**src/rtl/bfvm_pkg.sv**
```systemverilog
// ----------------------------------------------------------------------------
// bfvm_pkg
// Shared types, constants and helpers for the block-float vector multiplier.
// ----------------------------------------------------------------------------
package bfvm_pkg;

    typedef logic signed [31:0] word_t;
    typedef logic signed [6:0]  shamt_t;
    typedef logic signed [63:0] dword_t;
    typedef logic [4:0]         hroom_t;

    // Configuration register indexes (byte address is four times the index).
    localparam int unsigned REG_B_SHIFT = 0;
    localparam int unsigned REG_C_SHIFT = 1;

    localparam hroom_t HR_START = 5'd31;

    // Prescale saturation limits (full signed 32-bit range).
    localparam word_t S32_MAX = 32'sh7FFF_FFFF;
    localparam word_t S32_MIN = 32'sh8000_0000;

    // Product rounding and symmetric saturation.
    localparam dword_t              ROUND_ADD = 64'sh0000_0000_2000_0000;
    localparam int unsigned         PROD_SHIFT = 30;
    localparam logic signed [33:0]  RND_MAX = 34'sh0_7FFF_FFFF;
    localparam logic signed [33:0]  RND_MIN = -34'sh0_7FFF_FFFF;
    localparam word_t               PROD_MAX = 32'sh7FFF_FFFF;
    localparam word_t               PROD_MIN = 32'sh8000_0001;

    // Leading zero count of a 32-bit word by a five-step binary search.
    function automatic hroom_t lead_zeros(input logic [31:0] x);
        logic [31:0] y;
        hroom_t      n;
        y = x;
        n = '0;
        if (y[31:16] == 16'h0)
        begin
            n[4] = 1'b1;
            y    = {y[15:0], 16'h0};
        end
        if (y[31:24] == 8'h0)
        begin
            n[3] = 1'b1;
            y    = {y[23:0], 8'h0};
        end
        if (y[31:28] == 4'h0)
        begin
            n[2] = 1'b1;
            y    = {y[27:0], 4'h0};
        end
        if (y[31:30] == 2'h0)
        begin
            n[1] = 1'b1;
            y    = {y[29:0], 2'h0};
        end
        if (!y[31])
        begin
            n[0] = 1'b1;
        end
        return n;
    endfunction

    // Redundant sign bits of a word; zero and minus one both give 31.
    function automatic hroom_t headroom(input word_t p);
        return lead_zeros({p[30:0] ^ {31{p[31]}}, 1'b1});
    endfunction

endpackage

```
**src/rtl/bfvm_prescale.sv**
```systemverilog
// ----------------------------------------------------------------------------
// bfvm_prescale
// Arithmetic shift of one element by a signed amount, saturating on left shift.
// ----------------------------------------------------------------------------
module bfvm_prescale (
    input  bfvm_pkg::word_t  value,
    input  bfvm_pkg::shamt_t shift,
    output bfvm_pkg::word_t  result
);
    import bfvm_pkg::*;

    logic [6:0]         left_amt;
    logic signed [63:0] wide;
    logic               fits;

    assign left_amt = 7'(-shift);
    assign wide     = 64'(value) <<< left_amt[4:0];
    assign fits     = (wide[63:31] == '0) || (wide[63:31] == '1);

    always_comb
    begin
        priority if (!shift[6])
        begin
            // Right shift; 32 or more leaves only the sign.
            if (shift[5])
                result = {32{value[31]}};
            else
                result = value >>> shift[4:0];
        end
        else if (value == '0)
        begin
            result = '0;
        end
        else if (left_amt[6] || left_amt[5] || !fits)
        begin
            result = value[31] ? S32_MIN : S32_MAX;
        end
        else
        begin
            result = wide[31:0];
        end
    end

endmodule

```
**src/rtl/bfvm_round_sat.sv**
```systemverilog
// ----------------------------------------------------------------------------
// bfvm_round_sat
// Rounds the Q60 product to Q30, saturates symmetrically and measures headroom.
// ----------------------------------------------------------------------------
module bfvm_round_sat (
    input  bfvm_pkg::dword_t prod,
    output bfvm_pkg::word_t  result,
    output bfvm_pkg::hroom_t hroom
);
    import bfvm_pkg::*;

    dword_t             sum;
    logic signed [33:0] scaled;

    // The product never exceeds 2^62, so adding the rounding constant cannot wrap.
    assign sum    = prod + ROUND_ADD;
    assign scaled = sum[63:PROD_SHIFT];

    always_comb
    begin
        priority if (scaled > RND_MAX)
            result = PROD_MAX;
        else if (scaled < RND_MIN)
            result = PROD_MIN;
        else
            result = scaled[31:0];
    end

    assign hroom = headroom(result);

endmodule

```
**src/rtl/block_float_vector_multiply_s32.sv**
```systemverilog
// ----------------------------------------------------------------------------
// block_float_vector_multiply_s32
// Element-wise Q30 multiply of two prescaled streams with running headroom.
// ----------------------------------------------------------------------------
//
//  Channel   Handshake               Payload
//  -------   ---------------------   ------------------------------------
//  elem      elem_valid/elem_stall   b_value, c_value, last_in
//  prod      prod_valid/prod_stall   product, min_headroom, last_out
//  config    APB (psel, penable..)   b_shift at 0x0, c_shift at 0x4
//
// One beat is accepted every clock cycle while the result side keeps taking
// beats. A beat passes through four register stages (input, prescale,
// multiply, output) in that order, and the single 32x32 multiplier stage
// sets the throughput of one beat a cycle while no stall holds the pipe.
// Reset clears every stage valid bit, both shift registers and the running
// headroom (to 31). A stall on the result side only backs up stages that are
// full, so empty stages keep absorbing beats until the whole pipe is occupied.
//
module block_float_vector_multiply_s32 (
    input  logic             clk,
    input  logic             rst_n,

    input  logic             elem_valid,
    output logic             elem_stall,
    input  bfvm_pkg::word_t  b_value,
    input  bfvm_pkg::word_t  c_value,
    input  logic             last_in,

    output logic             prod_valid,
    input  logic             prod_stall,
    output bfvm_pkg::word_t  product,
    output bfvm_pkg::hroom_t min_headroom,
    output logic             last_out,

    input  logic             psel,
    input  logic             penable,
    input  logic             pwrite,
    input  logic [2:0]       paddr,
    input  logic [31:0]      pwdata,
    output logic [31:0]      prdata,
    output logic             pready
);
    import bfvm_pkg::*;

    // Configuration registers. The register index is the word address bit.
    shamt_t b_shift_reg;
    shamt_t c_shift_reg;
    logic   cfg_wr;

    assign pready = 1'b1;
    assign cfg_wr = psel && penable && pwrite && pready;

    always_ff @(posedge clk or negedge rst_n)
    begin
        if (!rst_n)
        begin
            b_shift_reg <= '0;
            c_shift_reg <= '0;
        end
        else if (cfg_wr)
        begin
            if (paddr[2] == 1'(REG_B_SHIFT))
                b_shift_reg <= pwdata[6:0];
            else
                c_shift_reg <= pwdata[6:0];
        end
    end

    assign prdata = (paddr[2] == 1'(REG_B_SHIFT)) ? {25'h0, b_shift_reg}
                                                   : {25'h0, c_shift_reg};

    // Stage enables: a stage loads when it is empty or its contents move on.
    logic out_en;
    logic mul_en;
    logic pre_en;
    logic in_en;

    logic   in_v_reg;
    word_t  in_b_reg;
    word_t  in_c_reg;
    logic   in_last_reg;

    logic   pre_v_reg;
    word_t  pre_b_reg;
    word_t  pre_c_reg;
    logic   pre_last_reg;

    logic   mul_v_reg;
    dword_t mul_p_reg;
    logic   mul_last_reg;

    logic   out_v_reg;
    word_t  out_p_reg;
    hroom_t out_hr_reg;
    logic   out_last_reg;

    hroom_t run_hr_reg;
    hroom_t run_hr_next;

    word_t  b_pre;
    word_t  c_pre;
    word_t  rnd_p;
    hroom_t rnd_hr;
    hroom_t min_hr;

    assign out_en = !out_v_reg || !prod_stall;
    assign mul_en = !mul_v_reg || out_en;
    assign pre_en = !pre_v_reg || mul_en;
    assign in_en  = !in_v_reg || pre_en;

    assign elem_stall = !in_en;

    // Input stage.
    always_ff @(posedge clk or negedge rst_n)
    begin
        if (!rst_n)
            in_v_reg <= 1'b0;
        else if (in_en)
            in_v_reg <= elem_valid;
    end

    always_ff @(posedge clk)
    begin
        if (in_en && elem_valid)
        begin
            in_b_reg    <= b_value;
            in_c_reg    <= c_value;
            in_last_reg <= last_in;
        end
    end

    // Prescale stage.
    bfvm_prescale u_pre_b (
        .value  (in_b_reg),
        .shift  (b_shift_reg),
        .result (b_pre)
    );

    bfvm_prescale u_pre_c (
        .value  (in_c_reg),
        .shift  (c_shift_reg),
        .result (c_pre)
    );

    always_ff @(posedge clk or negedge rst_n)
    begin
        if (!rst_n)
            pre_v_reg <= 1'b0;
        else if (pre_en)
            pre_v_reg <= in_v_reg;
    end

    always_ff @(posedge clk)
    begin
        if (pre_en && in_v_reg)
        begin
            pre_b_reg    <= b_pre;
            pre_c_reg    <= c_pre;
            pre_last_reg <= in_last_reg;
        end
    end

    // Multiply stage: exact 64-bit signed product.
    always_ff @(posedge clk or negedge rst_n)
    begin
        if (!rst_n)
            mul_v_reg <= 1'b0;
        else if (mul_en)
            mul_v_reg <= pre_v_reg;
    end

    always_ff @(posedge clk)
    begin
        if (mul_en && pre_v_reg)
        begin
            mul_p_reg    <= 64'(pre_b_reg) * 64'(pre_c_reg);
            mul_last_reg <= pre_last_reg;
        end
    end

    // Output stage: rounding, saturation and the running minimum headroom.
    bfvm_round_sat u_rnd (
        .prod   (mul_p_reg),
        .result (rnd_p),
        .hroom  (rnd_hr)
    );

    assign min_hr      = (rnd_hr < run_hr_reg) ? rnd_hr : run_hr_reg;
    assign run_hr_next = mul_last_reg ? HR_START : min_hr;

    always_ff @(posedge clk or negedge rst_n)
    begin
        if (!rst_n)
        begin
            out_v_reg  <= 1'b0;
            run_hr_reg <= HR_START;
        end
        else if (out_en)
        begin
            out_v_reg <= mul_v_reg;
            if (mul_v_reg)
                run_hr_reg <= run_hr_next;
        end
    end

    always_ff @(posedge clk)
    begin
        if (out_en && mul_v_reg)
        begin
            out_p_reg    <= rnd_p;
            out_hr_reg   <= min_hr;
            out_last_reg <= mul_last_reg;
        end
    end

    assign prod_valid   = out_v_reg;
    assign product      = out_p_reg;
    assign min_headroom = out_hr_reg;
    assign last_out     = out_last_reg;

`ifndef SYNTHESIS
    // Symmetric saturation never yields the most negative word.
    a_no_min_word: assert property (@(posedge clk) disable iff (!rst_n)
        prod_valid |-> (product != S32_MIN))
        else $error("product holds the most negative word");

    // The reported minimum never exceeds the headroom of its own product.
    a_min_bound: assert property (@(posedge clk) disable iff (!rst_n)
        prod_valid |-> (min_headroom <= headroom(product)))
        else $error("min_headroom above the product's headroom");

    // Loading the final beat of a vector restarts the running headroom.
    a_hr_restart: assert property (@(posedge clk) disable iff (!rst_n)
        (out_en && mul_v_reg && mul_last_reg) |=> (run_hr_reg == HR_START))
        else $error("running headroom not restarted after last beat");

    // A stalled multiply stage keeps its beat: its valid data is not dropped.
    a_no_drop: assert property (@(posedge clk) disable iff (!rst_n)
        (mul_v_reg && !out_en) |=> mul_v_reg)
        else $error("multiply stage beat lost while stalled");
`endif

endmodule
```
**config.mk**
```make
export PLATFORM = sky130hd
export DESIGN_NAME = block_float_vector_multiply_s32
export DESIGN_NICKNAME = d
export VERILOG_FILES = /design/src/rtl/bfvm_pkg.sv /design/src/rtl/bfvm_prescale.sv /design/src/rtl/bfvm_round_sat.sv /design/src/rtl/block_float_vector_multiply_s32.sv
export SDC_FILE = /design/constraint.sdc
export NUM_CORES = 2
export LEC_CHECK = 0
export ABC_AREA = 0
export BUFFER_PORTS_ARGS = -buffer_cell sky130_fd_sc_hd__buf_2
export CORE_ASPECT_RATIO = 1.25
export CORE_MARGIN = 2
export CORE_UTILIZATION = 45
export DETAILED_ROUTE_END_ITERATION = 6
export GPL_TIMING_DRIVEN = 0
export PLACE_DENSITY_LB_ADDON = 0.05
export RECOVER_POWER = 50
export SYNTH_ARGS = -nofsm -noshare
export SYNTH_HDL_FRONTEND = slang
export SYNTH_SLANG_ARGS = --single-unit
export TNS_END_PERCENT = 30
```
**constraint.sdc**
```tcl
create_clock -name clk -period 9.8 [get_ports clk]
set_input_delay 0.98 -clock clk [delete_from_list [all_inputs] [get_ports clk]]
set_output_delay 0.98 -clock clk [all_outputs]
set_load 0.05 [all_outputs]
```
==> impl_metrics.yaml <==
clocking:
  holdBufCountCts: 0
  numCtsBuffers: 27
  cts_tree: "done"
  h-tree-depth: 1
  cts-root-buf: "clkbuf_16"
  clkTransAtPathRegs_ps: 60
  clk_latency_ps: 610
  clock_sinks: 227
  cts.path.max_buffers: 3
setup_path:
  crit_path_frequent_cell: "fa_1"
  critPathMaxFanout: 10
  slowest_stage: "fa_1"
  startpoint_type: "flop"
  crit_type: "reg -> reg"
  arrival_ps: 9890
  crit_path_end_kind: "flop"
  cp-startpoint: "pre_c_reg[2]$_DFFE_PP_"
  cp.required_ps: 10200
  slowest_delay_ps: 590
  r2r_start: "pre_c_reg[2]$_DFFE_PP_"
synth:
  synth_simple_gate_area_share: 0.157
  avgSynthCellArea_um2: 9.07
  synth_top_family_by_area: "adder cells"
  ys.flop_type: "edfxtp_1"
  synthAdderAreaFrac: 0.452
  syn_inst: 5842
  synthesis.area_um2: 53000
  synth.distinct_cells: 105
  ys_async_sr_fraction: 0.101
  ys_ff_latch: 227
  synth_compound_area_frac: 0.0809
  ys_seq_area_frac: 0.127
  synth_edf_count: 204
  synth_xor_area_frac: 0.0149
  ys_warn_count: 0
  muxShareOfSynthArea: 0.0557
timing:
  max_slew_margin: -1.70
  finalCritPeriodShare: 0.968
  finalSetupViolCount: 0
  final_hold_viol_count: 0
  skew_ps: 45.8
  fmax_mhz: 105
  setup_slack_ps: 310
  tightest_slew_ps: 4050
  whs_ps: 425
  layout_min_cycle_time_ps: 9490
  finalMaxSlewViolations: 141
floorplanning:
  die_area_um2: 121000
  pin_count: 180
  die_w_um: 311
  start_util: 0.454
  row_count: 140
  chipHeight_um: 388
  core_area_um2: 117000
hold_path:
  hold_start: "pre_last_reg$_DFFE_PP_"
  hold_path.class: "reg -> reg"
global_route:
  track_usage: 0.337
  grt_max_degree: 66
  grt_pass1_wl_um: 298000
  grt_pass1_vias: 45400
  antenna_found_initial: 7
  overflow: 0
route:
  drt_iter0_drc: 3172
  drt_wl_total_um: 201000
  vias: 43000
  drt.antenna.violating_nets: 0
  first_pass_iters: 6
  remaining_drc_errors: 0
  wl_per_cell_um: 26.2
  avgViaCountPerCell: 5.62
final_layout:
  largest_reg_flops: 35
  stdcell_count: 7654
  drive_gt1_frac: 0.0917
  nNetsFinal: 7442
  synthToLayoutAreaGrowth_pct: 8.69
place:
  place_ws_ps: -1800
  globalplace.congestion: 1.04
  port_buffers: 126
  dp.cells: 7556
  hpwl_um: 167000
run_status:
  violations: "max-capacitance violations, max-slew violations"
  outcome: "complete, but fails checks"
run:
  maxCapViolations: 5
## per-stage QoR
step                 util  setup TNS, ps  area [µm²]
global route        0.494          -10.0       57600
global placement    0.477         -33880       55700
CTS                 0.491              0       57200
finish              0.494              0       57600
floorplan               -              0       53100
detailed placement  0.478         -21010       55700
## cell type report
cell class                 count  area, µm²
fill                       11500      59100
sequential                   227       6710
timing repair buffer         175       1080
buffer                       382       2020
tap                         1562       1950
clock inverter                19        256
antenna                        4       10.0
inverter                    1156       4340
multi-input combinational   4098      40500
clock buffer                  31        691
## layer usage
layer	vias up	track usage	wire length [µm]
met3	526	0.0465	13800
li1	18600	-	-
met1	22000	0.407	75200
met5	-	0	24
met4	4	0.174	12900
met2	1932	0.586	98600
## path summary, 6_finish.rpt
path,end,slack (ps),cells past startpoint
worst max-delay path,mul_p_reg[60]$_DFFE_PP_,310,32
worst min-delay path,mul_last_reg$_DFFE_PP_,420,0
worst max register to register,mul_p_reg[60]$_DFFE_PP_,310,32
worst min register to register,mul_last_reg$_DFFE_PP_,420,0
max in group asynchronous,c_shift_reg[5]$_DFFE_PN0P_,7850,1
min in group asynchronous,prod_valid$_DFFE_PN0P_,850,1
## cell families (layout without fill, tap and decap cells)
| kind of cell | Yosys count | in the layout |
|---|---|---|
| AOI/OAI and AO/OA | 684 | 684 |
| xor gates and xnor gates | 88 | 88 |
| adders and majority gates | 1268 | 1268 |
| buffers and inverters | 1541 | 1763 |
| DFF | 227 | 227 |
| muxes | 211 | 211 |
| other | 2 | 30 |
| and+or+nand+nor | 1821 | 1821 |
## cells in the mapped netlist, types with 14 or more instances
library cell,n,share of area
nand3_1,50,0.0047
nor2_1,219,0.016
ha_1,187,0.044
nand2_1,1016,0.072
a21oi_1,209,0.020
a221oi_1,14,0.0023
nor3_1,42,0.0040
clkbuf_1,315,0.022
a211oi_1,70,0.0099
buf_1,20,0.0014
mux2i_1,107,0.020
and2_1,300,0.035
mux2_2,41,0.0087
and3_1,17,0.0020
nor4_1,37,0.0044
nand4_1,30,0.0035
inv_1,1149,0.081
nor2b_1,25,0.0030
a21o_1,24,0.0034
a31oi_1,33,0.0039
mux4_2,63,0.027
xor2_1,28,0.0046
xnor2_1,59,0.0097
fa_1,1081,0.41
o21ai_0,179,0.017
edfxtp_1,204,0.12
o21a_1,21,0.0030
buf_4,35,0.0050
o22ai_1,25,0.0030
nand2b_1,29,0.0034
dfrtp_1,18,0.0085
## timing repair
| item | 4_1_cts | 5_1_grt |
|---|---|---|
| setup buffers | 21 | 26 |
| pin swaps | 2 | 6 |
| endpoints found under the setup margin | 24 | 8 |
| resized for setup | 187 | 108 |
## cell usage in the layout (no fill, tap or decap), types with 13 or more instances in the layout
cell type	n
a31oi_1	33
nor3_1	42
nor4_1	36
nand2b_1	28
o21ai_0	179
a211oi_1	68
clkbuf_4	43
buf_2	146
dfrtp_1	18
clkbuf_16	27
edfxtp_1	204
clkbuf_1	190
mux2_2	41
xnor2_1	59
clkbuf_2	53
ha_1	187
nand3_1	50
and2_1	298
o22ai_1	25
a221oi_1	13
and3_1	17
fa_1	1080
nand4_1	30
conb_1	26
mux4_2	63
nor2b_1	25
o21a_1	21
nand2_1	1016
nor2_1	219
a21oi_1	208
inv_1	1148
mux2i_1	107
buf_4	84
xor2_1	28
a21o_1	24
buf_1	18
## critical path: cells and delay by family, from the launching register on
kind | cells | cell delay, ps
AO/OA/AOI/OAI | 10 | 2180
XOR/XNOR | 1 | 300
adder cells (fa/ha/maj) | 9 | 4450
buffers and inverters | 8 | 970
flip-flops | 1 | 530
AND/OR/NAND/NOR | 4 | 850
Power is not shown: default switching activity piles up to over one toggle a cycle in this logic, so the estimate is an artifact.
